$ cat config.mk
export PLATFORM = sky130hd
export DESIGN_NAME = four_digit_seven_segment_formatter_top
export DESIGN_NICKNAME = d
export VERILOG_FILES = /design/src/hw/rtl/ssfmt_pkg.sv /design/src/hw/rtl/ssfmt_bcd.sv /design/src/hw/rtl/ssfmt_render.sv /design/src/hw/rtl/four_digit_seven_segment_formatter_top.sv
export SDC_FILE = /design/constraint.sdc
export NUM_CORES = 1
export LEC_CHECK = 0
export BUFFER_PORTS_ARGS = -buffer_cell sky130_fd_sc_hd__buf_2
export CAP_MARGIN = 20
export CELL_PAD_IN_SITES_DETAIL_PLACEMENT = 1
export CELL_PAD_IN_SITES_GLOBAL_PLACEMENT = 1
export CORE_MARGIN = 1.5
export CORE_UTILIZATION = 30
export DETAILED_ROUTE_END_ITERATION = 10
export PLACE_DENSITY_LB_ADDON = 0.1
export REMOVE_ABC_BUFFERS = 1
export SLEW_MARGIN = 20
export SYNTH_ARGS = -nofsm -noshare
export SYNTH_HDL_FRONTEND = slang
export SYNTH_HIERARCHICAL = 1
export SYNTH_SLANG_ARGS = --single-unit
export TNS_END_PERCENT = 1
$ cat constraint.sdc
create_clock -name clk_i -period 12.6 [get_ports clk_i]
set_clock_uncertainty 0.2 [all_clocks]
set_input_delay 1.89 -clock clk_i [delete_from_list [all_inputs] [get_ports clk_i]]
set_output_delay 1.89 -clock clk_i [all_outputs]
set_load 0.05 [all_outputs]
$ cat src/hw/rtl/ssfmt_pkg.sv
// shared types, constants and glyph table of the seven-segment formatter
`default_nettype none

package ssfmt_pkg;

  localparam int unsigned DIGIT_COUNT = 4;

  localparam logic [7:0] MINUS_RESET = 8'h40;
  localparam logic [7:0] GLYPH_ZERO  = 8'h3F;
  localparam logic [7:0] SEG_BLANK   = 8'h00;

  localparam logic [7:0] GLYPH [16] = '{
    8'h3F, 8'h06, 8'h5B, 8'h4F, 8'h66, 8'h6D, 8'h7D, 8'h07,
    8'h7F, 8'h6F, 8'h77, 8'h7C, 8'h39, 8'h5E, 8'h79, 8'h71
  };

  typedef enum logic [2:0] {
    REQ_RAW       = 3'd0,
    REQ_HEX_DIGIT = 3'd1,
    REQ_COLON     = 3'd2,
    REQ_TIME      = 3'd3,
    REQ_DEC       = 3'd4,
    REQ_HEX       = 3'd5
  } req_type_e;

  typedef logic [DIGIT_COUNT-1:0][7:0] seg_buf_t;

  typedef struct packed {
    req_type_e          req_type;
    logic [2:0]         position;
    logic signed [16:0] operand_value;
    logic [6:0]         hours;
    logic [6:0]         minutes;
    logic               dots_on;
    logic               pad_hours;
    logic [2:0]         pad_count;
  } req_t;

  typedef struct packed {
    logic       keep;
    logic [1:0] start_position;
    logic [2:0] byte_count;
    seg_buf_t   segs;
  } render_t;

  // tens and ones of a 7-bit value, reciprocal multiply by 205 / 2048
  function automatic logic [7:0] split10(input logic [6:0] x);
    logic [14:0] prod;
    logic [3:0]  tens;
    logic [6:0]  rem;
    prod = 15'(x) * 15'd205;
    tens = prod[14:11];
    rem  = x - 7'({3'b0, tens} * 7'd10);
    return {tens, rem[3:0]};
  endfunction

endpackage

`default_nettype wire

$ cat src/hw/rtl/ssfmt_bcd.sv
// four decimal digits of a 14-bit value by parallel reciprocal multiplies
`default_nettype none

module ssfmt_bcd
  import ssfmt_pkg::*;
(
  input  logic [13:0]                  bin_i,
  output logic [DIGIT_COUNT-1:0][3:0]  digit_o,
  output logic [DIGIT_COUNT-1:0]       nz_o
);

  logic [29:0] p1;
  logic [26:0] p2;
  logic [28:0] p3;
  logic [9:0]  q1;
  logic [6:0]  q2;
  logic [3:0]  q3;
  logic [13:0] r0;
  logic [9:0]  r1;
  logic [6:0]  r2;

  // bin / 10, / 100, / 1000, exact below 10000
  assign p1 = 30'(bin_i) * 30'd52429;
  assign p2 = 27'(bin_i) * 27'd5243;
  assign p3 = 29'(bin_i) * 29'd16778;
  assign q1 = p1[28:19];
  assign q2 = p2[25:19];
  assign q3 = p3[27:24];

  assign r0 = bin_i - 14'({4'b0, q1} * 14'd10);
  assign r1 = q1 - 10'({3'b0, q2} * 10'd10);
  assign r2 = q2 - 7'({3'b0, q3} * 7'd10);

  assign digit_o[0] = r0[3:0];
  assign digit_o[1] = r1[3:0];
  assign digit_o[2] = r2[3:0];
  assign digit_o[3] = q3;

  assign nz_o[0] = (bin_i != '0);
  assign nz_o[1] = (q1 != '0);
  assign nz_o[2] = (q2 != '0);
  assign nz_o[3] = (q3 != '0);

endmodule

`default_nettype wire

$ cat src/hw/rtl/ssfmt_render.sv
// request decode and new segment buffer for one display request
`default_nettype none

module ssfmt_render
  import ssfmt_pkg::*;
(
  input  req_t     req_i,
  input  seg_buf_t segs_i,
  input  logic [7:0] minus_i,
  output render_t  res_o
);

  logic signed [16:0]           val;
  logic                         neg;
  logic [16:0]                  absv;
  logic                         dec_ovf;
  logic [DIGIT_COUNT-1:0][3:0]  dec_digit;
  logic [DIGIT_COUNT-1:0]       dec_nz;
  logic [15:0]                  hexv;
  logic [7:0]                   hr_split;
  logic [7:0]                   mn_split;
  seg_buf_t                     dec_segs;
  seg_buf_t                     hex_segs;
  seg_buf_t                     minus_segs;
  logic [1:0]                   pos;

  assign val     = req_i.operand_value;
  assign neg     = val[16];
  assign absv    = neg ? 17'(-val) : 17'(val);
  assign dec_ovf = (val > 17'sd9999) || (val < -17'sd999);
  assign hexv    = val[15:0];
  assign pos     = req_i.position[1:0];

  assign hr_split = split10(req_i.hours);
  assign mn_split = split10(req_i.minutes);

  ssfmt_bcd u_bcd (
    .bin_i   (absv[13:0]),
    .digit_o (dec_digit),
    .nz_o    (dec_nz)
  );

  always_comb begin
    for (int i = 0; i < DIGIT_COUNT; i++) begin
      minus_segs[i] = minus_i;
      // decimal, digit i counted from the right
      if (dec_nz[i]) begin
        dec_segs[DIGIT_COUNT-1-i] = GLYPH[dec_digit[i]];
      end else if (neg) begin
        dec_segs[DIGIT_COUNT-1-i] = (i > 0 && dec_nz[(i+DIGIT_COUNT-1)%DIGIT_COUNT]) ?
                                    minus_i : SEG_BLANK;
      end else begin
        dec_segs[DIGIT_COUNT-1-i] = (req_i.pad_count > 3'(i)) ? GLYPH_ZERO : SEG_BLANK;
      end
      // hex, digit i counted from the right
      if ((hexv >> (4*i)) != '0) begin
        hex_segs[DIGIT_COUNT-1-i] = GLYPH[hexv[4*i +: 4]];
      end else begin
        hex_segs[DIGIT_COUNT-1-i] = (req_i.pad_count > 3'(i)) ? GLYPH_ZERO : SEG_BLANK;
      end
    end
  end

  always_comb begin
    res_o.keep           = 1'b1;
    res_o.start_position = '0;
    res_o.byte_count     = 3'(DIGIT_COUNT);
    res_o.segs           = segs_i;
    unique case (req_i.req_type)
      REQ_RAW: begin
        res_o.keep           = !req_i.position[2];
        res_o.start_position = pos;
        res_o.byte_count     = 3'd1;
        res_o.segs[pos]      = val[7:0];
      end
      REQ_HEX_DIGIT: begin
        res_o.keep           = !req_i.position[2] && (val[16:4] == '0);
        res_o.start_position = pos;
        res_o.byte_count     = 3'd1;
        res_o.segs[pos]      = GLYPH[val[3:0]];
      end
      REQ_COLON: begin
        res_o.start_position = 2'd1;
        res_o.byte_count     = 3'd1;
        res_o.segs[1]        = {req_i.dots_on, segs_i[1][6:0]};
      end
      REQ_TIME: begin
        res_o.segs[0] = (req_i.pad_hours || req_i.hours >= 7'd10) ?
                        GLYPH[hr_split[7:4]] : SEG_BLANK;
        res_o.segs[1] = GLYPH[hr_split[3:0]] | {req_i.dots_on, 7'b0};
        res_o.segs[2] = GLYPH[mn_split[7:4]];
        res_o.segs[3] = GLYPH[mn_split[3:0]];
      end
      REQ_DEC: begin
        res_o.segs = dec_ovf ? minus_segs : dec_segs;
      end
      REQ_HEX: begin
        res_o.segs = neg ? minus_segs : hex_segs;
      end
      default: begin
        res_o.keep = 1'b0;
      end
    endcase
  end

endmodule

`default_nettype wire

$ cat src/hw/rtl/four_digit_seven_segment_formatter_top.sv
// input transactions pass through an input register and a result register to the result
// throughput: one request per cycle, limited only by the output handshake
// ignored requests leave the buffer alone and give no result transaction
// reset: segment buffer cleared to blank, minus pattern set to 0x40, no clearing pass
`default_nettype none

module four_digit_seven_segment_formatter_top
  import ssfmt_pkg::*;
(
  input  logic        clk_i,
  input  logic        rst_ni,
  input  logic        s_axis_tvalid,
  output logic        s_axis_tready,
  // position[2:0], operand_value[19:3], hours[26:20], minutes[33:27],
  // dots_on[34], pad_hours[35], pad_count[38:36], zero[39]
  input  logic [39:0] s_axis_tdata,
  // req_type[2:0]
  input  logic [2:0]  s_axis_tuser,
  output logic        m_axis_tvalid,
  input  logic        m_axis_tready,
  // start_position[1:0], byte_count[4:2], seg_digit0[12:5], seg_digit1[20:13],
  // seg_digit2[28:21], seg_digit3[36:29], zero[39:37]
  output logic [39:0] m_axis_tdata,
  input  logic        cfg_we_i,
  input  logic [7:0]  cfg_wdata_i
);

  logic       in_vld_q, in_vld_d;
  req_t       req_q;
  seg_buf_t   segs_q;
  logic [7:0] minus_q;
  logic       out_vld_q, out_vld_d;
  logic [1:0] start_q;
  logic [2:0] count_q;
  seg_buf_t   out_segs_q;
  render_t    res;
  logic       out_free;
  logic       adv;
  logic       load;
  logic       in_acc;

  ssfmt_render u_render (
    .req_i   (req_q),
    .segs_i  (segs_q),
    .minus_i (minus_q),
    .res_o   (res)
  );

  assign out_free      = !out_vld_q || m_axis_tready;
  assign adv           = in_vld_q && (!res.keep || out_free);
  assign load          = adv && res.keep;
  assign s_axis_tready = !in_vld_q || adv;
  assign in_acc        = s_axis_tvalid && s_axis_tready;

  always_comb begin
    in_vld_d = in_vld_q;
    if (in_acc) begin
      in_vld_d = 1'b1;
    end else if (adv) begin
      in_vld_d = 1'b0;
    end
  end

  always_comb begin
    out_vld_d = out_vld_q;
    if (load) begin
      out_vld_d = 1'b1;
    end else if (m_axis_tready) begin
      out_vld_d = 1'b0;
    end
  end

  always_ff @(posedge clk_i or negedge rst_ni) begin
    if (!rst_ni) begin
      in_vld_q  <= 1'b0;
      out_vld_q <= 1'b0;
      segs_q    <= '0;
      minus_q   <= MINUS_RESET;
    end else begin
      in_vld_q  <= in_vld_d;
      out_vld_q <= out_vld_d;
      if (load) begin
        segs_q <= res.segs;
      end
      if (cfg_we_i) begin
        minus_q <= cfg_wdata_i;
      end
    end
  end

  always_ff @(posedge clk_i) begin
    if (in_acc) begin
      req_q.req_type      <= req_type_e'(s_axis_tuser);
      req_q.position      <= s_axis_tdata[2:0];
      req_q.operand_value <= s_axis_tdata[19:3];
      req_q.hours         <= s_axis_tdata[26:20];
      req_q.minutes       <= s_axis_tdata[33:27];
      req_q.dots_on       <= s_axis_tdata[34];
      req_q.pad_hours     <= s_axis_tdata[35];
      req_q.pad_count     <= s_axis_tdata[38:36];
    end
    if (load) begin
      start_q    <= res.start_position;
      count_q    <= res.byte_count;
      out_segs_q <= res.segs;
    end
  end

  assign m_axis_tvalid = out_vld_q;
  assign m_axis_tdata  = {3'b0, out_segs_q[3], out_segs_q[2], out_segs_q[1],
                          out_segs_q[0], count_q, start_q};

endmodule

`default_nettype wire

Yosys cells after proc, flatten, opt, wreduce, memory -nomap -nowiden:

Memories as Yosys holds them, arrays and structs flattened.
Cells that the tools add are included.
W data, S select, Z words.

* ROM bits: 1536
* memories kept: 12
* bits of input ports: 56
* flip-flop bits (word level): 121
* output and inout bits: 42

* order comparisons: 21
* eq/ne operators: 5
* multiply operators: 10
* mux-type cells: 60
* reduce and logical (&&, ||, !) cells: 28
* add/sub/neg operators: 6
* bitwise logic cells: 13

Memories
* (no name shown): words 16, bits a word 8, rd ports 1, clocked after memory_dff 0, write ports 0, RTL line ssfmt_render.sv:57 `hex_segs[DIGIT_COUNT-1-i] = GLYPH[hexv[4*i +: 4]];`
* (no name shown): words 16, bits a word 8, rd ports 1, clocked after memory_dff 0, write ports 0, RTL line ssfmt_render.sv:48 `dec_segs[DIGIT_COUNT-1-i] = GLYPH[dec_digit[i]];`
* (no name shown): words 16, bits a word 8, rd ports 1, clocked after memory_dff 0, write ports 0, RTL line ssfmt_render.sv:57
* (no name shown): words 16, bits a word 8, rd ports 1, clocked after memory_dff 0, write ports 0, RTL line ssfmt_render.sv:80 `res_o.segs[pos] = GLYPH[val[3:0]];`
* (no name shown): words 16, bits a word 8, rd ports 1, clocked after memory_dff 0, write ports 0, RTL line ssfmt_render.sv:89 `GLYPH[hr_split[7:4]] : SEG_BLANK;`
* (no name shown): words 16, bits a word 8, rd ports 1, clocked after memory_dff 0, write ports 0, RTL line ssfmt_render.sv:90 `res_o.segs[1] = GLYPH[hr_split[3:0]] | {req_i.dots_on, 7'b0};`
* +6 memories

Operator list (count)
* $mux W8: 40
* $pmux W16 S5: 1
* $bwmux W32: 2
* $mux W32: 2
* $reduce_bool A16 Y1: 4
* $ge A5 B5 Y1 const B: 12
* $not A4 Y5: 12
* $pmux W8 S6: 1
* $pmux W8 S5: 1
* $mul A7 B8 Y15 const B: 2
* $mux W6: 5
* $mul A14 B16 Y29 const B: 1
* $mul A14 B14 Y27 const B: 1
* $mul A14 B13 Y26 const B: 1
* $sub A4 B4 Y4: 5
* $gt A17 B15 Y1 const B: 1
* $lt A17 B11 Y1 const B: 1
* $demux W8 S2: 1
* $mux W14: 1
* $neg A14 Y14: 1
* $reduce_bool A14 Y1: 1
* $logic_not A13 Y1: 1
* $mul A4 B3 Y3 const B: 3
* $mul A10 B3 Y3 const B: 1
* 23 further kinds: 42

Logic depth before layout (Yosys ltp):

Gate-level depths: netlist of the first run.

* depth after elaboration: 12
* depth in mapped cells: 41
* depth with buffers taken out: 40

Modules after synthesis:

Netlist of the first run, hierarchy kept.

By module, submodules not included
* ssfmt_bcd: cells each 996, area each 9167.5 um^2, instances 1
* ssfmt_render: cells each 1078, area each 7517.2 um^2, instances 1
* four_digit_seven_segment_formatter_top: cells each 176, area each 3992.6 um^2, instances 1

Least setup slack after synthesis of the first run:

Ideal clock, no wire load.

* kind: register to register
* start point: register req_q[35] in the netlist's numbering
* end point: register segs_q[16] in the netlist's numbering
* clock period less this slack: 9.897 ns
* setup time: 0.125 ns
* data arrival time: 9.572 ns
* path slack: 2.703 ns
* cell stages (with the launch flop): 40
* cells stage by stage: edfxtp_1 > clkbuf_1 > clkbuf_1 > clkbuf_1 > buf_1 > o21ai_0 > xnor2_1 > inv_1 > ha_1 > xor2_1 > xnor2_1 > inv_1 > fa_1 > inv_1 > fa_1 > inv_1 > fa_1 > inv_1 > (+4 left out) > nor3_2 > a41oi_1 > a211o_1 > xnor2_1 > inv_1 > fa_1 > xnor3_1 > xnor2_1 > clkbuf_1 > nor2_1 > a21oi_1 > o21ai_0 > nand2_1 > nand2_1 > a22oi_1 > o2111ai_1 > o22a_1 > mux2_2

RTL lines
* start: declaration: RTL line four_digit_seven_segment_formatter_top.sv:29 `req_t req_q;`
* end signal: assignment: RTL line four_digit_seven_segment_formatter_top.sv:83 `segs_q <= res.segs;`
* end: declaration: RTL line four_digit_seven_segment_formatter_top.sv:30 `seg_buf_t segs_q;`

==> flow_summary_export.csv, run 1 <==
group,metric,value,unit
status,status,"completed",
final_layout,fill_cells,7940,
clocking,h-tree-depth,4,
critical_path,cp_data_required_time,12.72,ns
route,vias,16495,
critical_path,arrival,11.34,ns
final_layout,drive_above_1_share,0.1113,
sta,hold_violations,0,
clocking,cts_setup_buffers,0,
synthesis,synthFlopType,"edfxtp_1",
sta,fin_setup_tns,0,ns
sta,setup_viol,0,
worst_hold_path,hp-class,"flip-flop to flip-flop",
synthesis,yosysSeqAreaShare,0.1656,
critical_path,end_kind,"flip-flop",
synthesis,synthesis.area,20680,um2
clocking,cts_tree,"built",
sta,worst_slew_pin_slew,1.085,ns
sta,slew_headroom,0.2706,
critical_path,critPathTopFamily,"adder cells",
worst_hold_path,worstHoldPathCells,1,
synthesis,synth_top_area_share,0.2475,
synthesis,syn-instance-count,2250,
grt,grt-ovfl-total,0,
clocking,clockBufferDepth,2,
job,cap_viol_max_count,0,
synthesis,yosys.area_share.adder,0.3995,
clocking,cts_made_buffers,17,
clocking,clock_latency,0.44,ns
synthesis,synth_xor_area_frac,0.03068,
critical_path,crit_buf_inv,7,
synthesis,synth_compound_area_frac,0.1604,
critical_path,rrSetupSlack,1.38,ns
synthesis,synth_area_leaders,"ha_1 (25%), fa_1 (15%), edfxtp_1 (11%)",
grt,antenna_found_initial,0,
synthesis,synth_top_family_by_area,"adder cells",
placement,pre_cts_ws,1.367,ns
route,drc_errors,0,
synthesis,yosysTopAreaCell,"ha_1",
critical_path,crit_type,"flip-flop to flip-flop",
critical_path,critPathLaunchType,"flip-flop",
floorplan,die_x,265.5,um
floorplan,start_util,0.3025,
sta,rsz0062_at_grt,"no",
final_layout,final_cell_mix,"inv_1 (418), ha_1 (409), fa_1 (157), nand2_1 (138), a21oi_1 (129)",
route,totalWireLength,67360,um
placement,dp_hpwl,55580,um
clocking,clkTransAtPathRegs,0.06,ns
floorplan,die_height,265.5,um
synthesis,synthSimpleGateAreaFrac,0.1030,
final_layout,n_antenna_cell,0,
floorplan,dieArea,70510,um2
final_layout,final-instance-count-excl-fill,3218,
clocking,post_cts_resized,0,
synthesis,ys_types,103,
critical_path,r2r_start,"req_q[21]",
final_layout,seq_area,3425,um2
critical_path,r2r-end,"segs_q[16]",
critical_path,cpPeakStageDelay,0.75,ns
critical_path,cp.depth,40,
clocking,cts_root_buffer,"clkbuf_16",
placement,place_inst,3186,
sta,post-route-min-period,11.22,ns
placement,gp_congestion,0.8215,
sta,fmax,89.11,MHz
synthesis,synthMuxAreaShare,0.04786,
sta,setup_ws,1.378,ns
final_layout,multi_input_area,15410,um2
synthesis,synth-edff-count,79,
critical_path,cp_max_fo,19,
floorplan,std_cell_rows,96,
placement,io_buffers,93,
grt,grt_max_degree,50,
route,first_pass_iters,5,
synthesis,yosys_warnings,6,
synthesis,synth_seq_cells,121,
critical_path,setup.worst_path.start,"req_q[21]",
final_layout,final_common_cell,"inv_1",
final_layout,area_growth,10.27,%
critical_path,reg2reg_depth,40,
sta,drv_slew,0,
final_layout,final_nets,2945,
synthesis,avgSynthCellArea,9.190,um2
worst_hold_path,hold_path_end,"segs_q[7]",
synthesis,async_flop_share,0.3471,
clocking,holdBufCountCts,0,
route,via_per_inst,5.126,
route,post_drt_wl_per_cell,20.93,um
floorplan,io_pins,98,
clocking,cts_num_sinks,121,
critical_path,path_common_cell,"inv_1",
grt,grt_pass1_wl,106400,um
route,drt_iter0_drc,861,
grt,track_usage,0.1955,
floorplan,core_area,68350,um2
critical_path,critPathSlowestCell,"xnor2_1",
sta,post-route-period-util,0.8906,
route,ant_nets,0,
grt,grt_pass1_vias,17808,
worst_hold_path,hp-start,"segs_q[7]",
sta,hold_ws,0.3407,ns
## cell usage after synthesis (all sizes together) (24+ instances only)
cell type,n
a211oi,32
a21o,33
a21oi,132
a31oi,24
clkbuf,51
dfrtp,41
edfxtp,79
fa,157
ha,409
inv,418
mux2,45
mux2i,37
nand2,138
nand3,38
nor2,98
nor3,29
o211ai,27
o21ai,81
xnor2,42
## metrics by stage
stage	cell area, um2	util
5_1_grt	22800	0.3336
3_3_place_gp	22190	0.3246
4_1_cts	22790	0.3334
3_5_place_dp	22190	0.3247
2_1_floorplan	20340	-
6_report	22800	0.3336
## registers in the layout (all words and copies together) (netlist names)
signal,cells
req_q,42
in_vld_q,1
count_q,3
minus_q,8
m_axis_tvalid,1
segs_q,32
start_q,2
m_axis_tdata,32
## cells by family (layout without fill, tap and decap cells)
kind of cell             after synthesis  after routing
buffers and inverters                490            574
flip-flops                           121            121
AO/OA/AOI/OAI                        491            491
XOR/XNOR                              62             62
adder cells (fa/ha/maj)              566            566
multiplexers                          87             87
AND/OR/NAND/NOR                      431            431
other                                  2              4
## routing by layer
metal / part of all wire / wire length, um / vias to the layer above / track usage
met5: 0 / 0 / - / 0
met4: 0.011 / 740 / 0 / 0.03367
met3: 0.022 / 1511 / 43 / 0.01574
met2: 0.48 / 32060 / 194 / 0.3317
met1: 0.49 / 33050 / 8303 / 0.2733
li1: - / - / 7955 / -
## worst reg2reg max path: cells and delay by family (launching register included)
kind                     cells  cell delay [ns]
AO/OA/AOI/OAI                8             1.79
XOR/XNOR                     5             1.93
adder cells (fa/ha/maj)      7             3.21
buffers and inverters        7             0.76
flip-flops                   1             0.67
multiplexers                 2             0.46
AND/OR/NAND/NOR             11             2.08
## area by class of cell
| type | count | area share |
|---|---|---|
| multi-input cells | 1641 | 0.6758 |
| flip-flops and latches | 121 | 0.1502 |
| inverters | 418 | 0.06881 |
| well taps | 882 | 0.04840 |
| repair buffers | 124 | 0.03062 |
| clock buffers | 22 | 0.02272 |
| clock inverters | 10 | 0.003457 |
## worst max path at each step
stage                       endpoint  slack, ns
final                     segs_q[16]       1.38
after CTS                 segs_q[19]       1.33
after global placement    segs_q[19]       1.49
after floorplan           segs_q[19]       2.46
after detailed placement  segs_q[19]       1.37
after global routing      segs_q[16]       0.62
Power of run 1 is left out: the tool's default activity adds up to more than one toggle a clock period on the data nets, which glitch-free logic cannot reach.
==> run 2: changes to the inputs <==
- MAX_ROUTING_LAYER: unset -> met4
==> run 2 against run 1 <==
Sequential share of layout area about the same. Utilization decreased by 0.062 points. First-iteration DRC count decreased by 7.5%. Hold slack improved by 0.0037 ns.
==> flow_summary_export.csv, run 2 (synthesis gave the netlist of run 1 again) <==
group,metric,value,unit
final_layout,final_nets,2945,
clocking,clock_latency,0.44,ns
grt,grt_max_degree,70,
critical_path,cpPeakStageDelay,0.72,ns
route,totalWireLength,67520,um
clocking,clockBufferDepth,2,
final_layout,drive_above_1_share,0.1104,
placement,dp_hpwl,55730,um
floorplan,std_cell_rows,96,
clocking,clkTransAtPathRegs,0.07,ns
floorplan,io_pins,98,
final_layout,top_register,"req_q",
clocking,holdBufCountCts,0,
clocking,cts_root_buffer,"clkbuf_16",
critical_path,critPathTopFamily,"adder cells",
placement,io_buffers,93,
floorplan,dieArea,70510,um2
final_layout,area_growth,10.07,%
sta,post-route-min-period,11.26,ns
grt,grt_pass1_wl,105600,um
worst_hold_path,hp-class,"flip-flop to flip-flop",
grt,grt_pass1_vias,17973,
clocking,cts_num_sinks,121,
final_layout,largest_reg_flops,42,
clocking,post_cts_resized,0,
route,drc_errors,0,
sta,hold_violations,0,
route,post_drt_wl_per_cell,20.98,um
sta,fmax,88.84,MHz
grt,grt-ovfl-total,0,
floorplan,core_area,68350,um2
route,drt_iter0_drc,796,
grt,track_usage,0.2013,
sta,slew_headroom,0.2665,
clocking,h-tree-depth,4,
route,first_pass_iters,5,
critical_path,cp_data_required_time,12.73,ns
route,ant_nets,0,
clocking,cts_made_buffers,17,
route,via_per_inst,5.116,
critical_path,crit_type,"flip-flop to flip-flop",
sta,fin_setup_tns,0,ns
sta,setup_viol,0,
sta,rsz0062_at_grt,"no",
critical_path,path_common_cell,"inv_1",
critical_path,arrival,11.39,ns
floorplan,die_height,265.5,um
job,cap_viol_max_count,0,
critical_path,critPathLaunchType,"flip-flop",
grt,antenna_found_initial,0,
final_layout,fill_cells,7906,
critical_path,end_kind,"flip-flop",
floorplan,start_util,0.3025,
floorplan,die_x,265.5,um
critical_path,cp_max_fo,19,
route,vias,16463,
critical_path,crit_buf_inv,8,
placement,gp_congestion,0.8443,
clocking,cts_tree,"built",
status,status,"completed",
sta,post-route-period-util,0.8934,
sta,drv_slew,0,
clocking,cts_setup_buffers,0,
sta,worst_slew_pin_slew,1.100,ns
final_layout,final_common_cell,"inv_1",
final_layout,final_cell_mix,"inv_1 (418), ha_1 (409), fa_1 (157), nand2_1 (138), a21oi_1 (129)",
final_layout,n_antenna_cell,0,
critical_path,critPathSlowestCell,"xnor2_1",
## run 2: final timing paths
| check | cells past startpoint | end | startpoint | slack [ns] |
|---|---|---|---|---|
| setup / recovery | 40 | segs_q[16] | req_q[21] | 1.34 |
| max in group asynchronous | 2 | segs_q[1] | rst_ni | 10.39 |
| setup reg to reg | 40 | segs_q[16] | req_q[21] | 1.34 |
| min in group asynchronous | 2 | segs_q[16] | rst_ni | 1.35 |
| hold reg to reg | 1 | segs_q[28] | segs_q[28] | 0.34 |
| hold / removal | 1 | segs_q[28] | segs_q[28] | 0.34 |
## run 2: layer usage
metal  GRT usage  up-vias  routed length (um)  share of wire
li1            -     7942                   -              -
met1      0.2666     8218               32530           0.48
met2      0.3287      237               31750           0.47
met3     0.02324       66                1953          0.029
met4     0.04602        0                1292          0.019
met5           -        -                   0              0
## run 2: area by class of cell
cell class | instances | area (um2) | area share
timing repair buffer | 124 | 698.2 | 0.03068
sequential | 121 | 3425 | 0.1505
inverter | 418 | 1569 | 0.06894
tap | 882 | 1104 | 0.04849
clock buffer | 22 | 486.7 | 0.02139
multi-input combinational | 1641 | 15410 | 0.6771
clock inverter | 10 | 67.56 | 0.002969
## run 2: per-stage QoR
step	hold slack, ns	util	instance area (um2)	std cells	setup WS (ns)
3_3_place_gp	0.3169	0.3246	22190	3186	1.495
3_5_place_dp	0.3327	0.3247	22190	3186	1.318
4_1_cts	0.3452	0.3328	22740	3218	1.312
2_1_floorplan	0.2914	-	20340	2180	2.461
6_report	0.3444	0.3330	22760	3218	1.343
5_1_grt	0.3558	0.3330	22760	3218	0.4883
Power of run 2 is left out for the same reason.
==> run 3: changes to the inputs <==
- RECOVER_POWER: unset -> 100
==> run 3 against run 2 <==
The flow now finishes with violations (max-capacitance violations, max-slew violations). Worst setup slack worse by 0.12 ns. Via count is 0.25% lower. Routed wire length hardly changed. Sequential cell count stayed put. Global-route usage stayed put. Non-clock buffer count stayed put. First-iteration DRC count is 3.1% lower. Utilization is 0.18 points lower. Fmax is 1.0% lower. Hold slack hardly changed. Critical endpoint is now segs_q[19]. Largest cell class unchanged. Highest routed layer unchanged.
==> flow_summary_export.csv, run 3 (synthesis gave the netlist of run 1 again) <==
group,metric,value,unit
clocking,clockBufferDepth,2,
sta,fin_setup_tns,0,ns
floorplan,std_cell_rows,96,
job,cap_viol_max_count,5,
sta,hold_ws,0.3444,ns
floorplan,start_util,0.3025,
status,status,"complete, but fails checks",
route,post_drt_wl_per_cell,20.98,um
floorplan,die_x,265.5,um
final_layout,final-instance-count-excl-fill,3218,
floorplan,die_height,265.5,um
critical_path,r2r-end,"segs_q[19]",
final_layout,largest_reg_flops,42,
worst_hold_path,worstHoldPathCells,1,
grt,track_usage,0.2013,
critical_path,critPathSlowestCell,"xnor2_1",
sta,hold_violations,0,
grt,grt-ovfl-total,0,
critical_path,cp_data_required_time,12.76,ns
grt,grt_pass1_wl,105600,um
final_layout,fill_cells,7943,
critical_path,path_common_cell,"inv_1",
clocking,cts_made_buffers,17,
status,failed_checks,"max-capacitance violations, max-slew violations",
route,via_per_inst,5.103,
placement,io_buffers,93,
final_layout,area_growth,9.488,%
sta,worst_slew_pin_slew,4.124,ns
floorplan,io_pins,98,
grt,grt_pass1_vias,17973,
sta,fmax,87.93,MHz
critical_path,arrival,11.54,ns
clocking,holdBufCountCts,0,
route,drt_iter0_drc,771,
clocking,post_cts_resized,0,
final_layout,final_nets,2945,
clocking,clock_latency,0.44,ns
clocking,cts_root_buffer,"clkbuf_16",
sta,slew_headroom,-1.749,
worst_hold_path,hp-class,"flip-flop to flip-flop",
floorplan,core_area,68350,um2
sta,post-route-period-util,0.9026,
critical_path,rrSetupSlack,1.23,ns
critical_path,cpPeakStageDelay,0.72,ns
critical_path,cp_max_fo,19,
sta,setup_viol,0,
clocking,cts_num_sinks,121,
floorplan,dieArea,70510,um2
placement,gp_congestion,0.8443,
final_layout,top_register,"req_q",
placement,place_inst,3186,
sta,drv_slew,207,
grt,antenna_found_initial,0,
route,vias,16422,
final_layout,n_antenna_cell,0,
final_layout,postLayoutCoreUtil,0.3312,
placement,dp_hpwl,55730,um
route,totalWireLength,67510,um
clocking,h-tree-depth,4,
sta,post-route-min-period,11.37,ns
route,drc_errors,0,
critical_path,critPathLaunchType,"flip-flop",
worst_hold_path,hp-start,"segs_q[28]",
final_layout,final_cell_mix,"inv_1 (418), ha_1 (409), fa_1 (157), nand2_1 (138), a21oi_1 (129)",
critical_path,r2r_start,"req_q[21]",
sta,rsz0062_at_grt,"no",
final_layout,final_common_cell,"inv_1",
critical_path,crit_type,"flip-flop to flip-flop",
critical_path,setup.worst_path.start,"req_q[21]",
critical_path,end_kind,"flip-flop",
clocking,cts_tree,"built",
grt,grt_max_degree,70,
worst_hold_path,hold_path_end,"segs_q[28]",
route,ant_nets,0,
critical_path,reg2reg_depth,37,
clocking,cts_setup_buffers,0,
route,first_pass_iters,5,
final_layout,drive_above_1_share,0.08390,
clocking,clkTransAtPathRegs,0.06,ns
-- run 3: worst max-delay path: cells and delay by family (launching register included) --
family                   cells  cell delay [ns]
adder cells (fa/ha/maj)      7             3.24
XOR/XNOR                     6             2.27
AO/OA/AOI/OAI                7             1.82
AND/OR/NAND/NOR              7             1.42
buffers and inverters        8             0.90
multiplexers                 2             0.76
flip-flops                   1             0.67
-- run 3: per-stage QoR --
| stage | cell area (um2) | worst slack (ns) |
|---|---|---|
| floorplan | 20340 | 2.461 |
| global placement | 22190 | 1.495 |
| detailed placement | 22190 | 1.318 |
| CTS | 22740 | 1.312 |
| global route | 22640 | 0.3432 |
| finish | 22640 | 1.227 |
-- run 3: layout make-up --
cell class                      instances  area (um2)  area share
Clock inverter                         10       67.56    0.002984
Sequential cell                       121        3425      0.1513
Inverter                              418        1569     0.06930
Multi-Input combinational cell       1641       15370      0.6788
Clock buffer                           22       486.7     0.02150
Tap cell                              882        1104     0.04875
Timing Repair Buffer                  124       619.3     0.02736
-- run 3: how the worst max path moves through the flow --
stage                 end  slack, ns  cells past startpoint
3_5_place_dp   segs_q[16]       1.32                     40
5_1_grt        segs_q[22]       0.34                     38
6_report       segs_q[19]       1.23                     37
4_1_cts        segs_q[19]       1.31                     37
2_1_floorplan  segs_q[19]       2.46                     35
3_3_place_gp   segs_q[16]       1.50                     40
-- run 3: per-layer routing --
| layer | GRT usage | share of wire | vias up |
|---|---|---|---|
| met1 | 0.2666 | 0.48 | 8193 |
| li1 | - | - | 7941 |
| met5 | - | 0 | - |
| met3 | 0.02324 | 0.031 | 66 |
| met2 | 0.3287 | 0.47 | 222 |
| met4 | 0.04602 | 0.019 | 0 |
Power of run 3 is left out for the same reason.
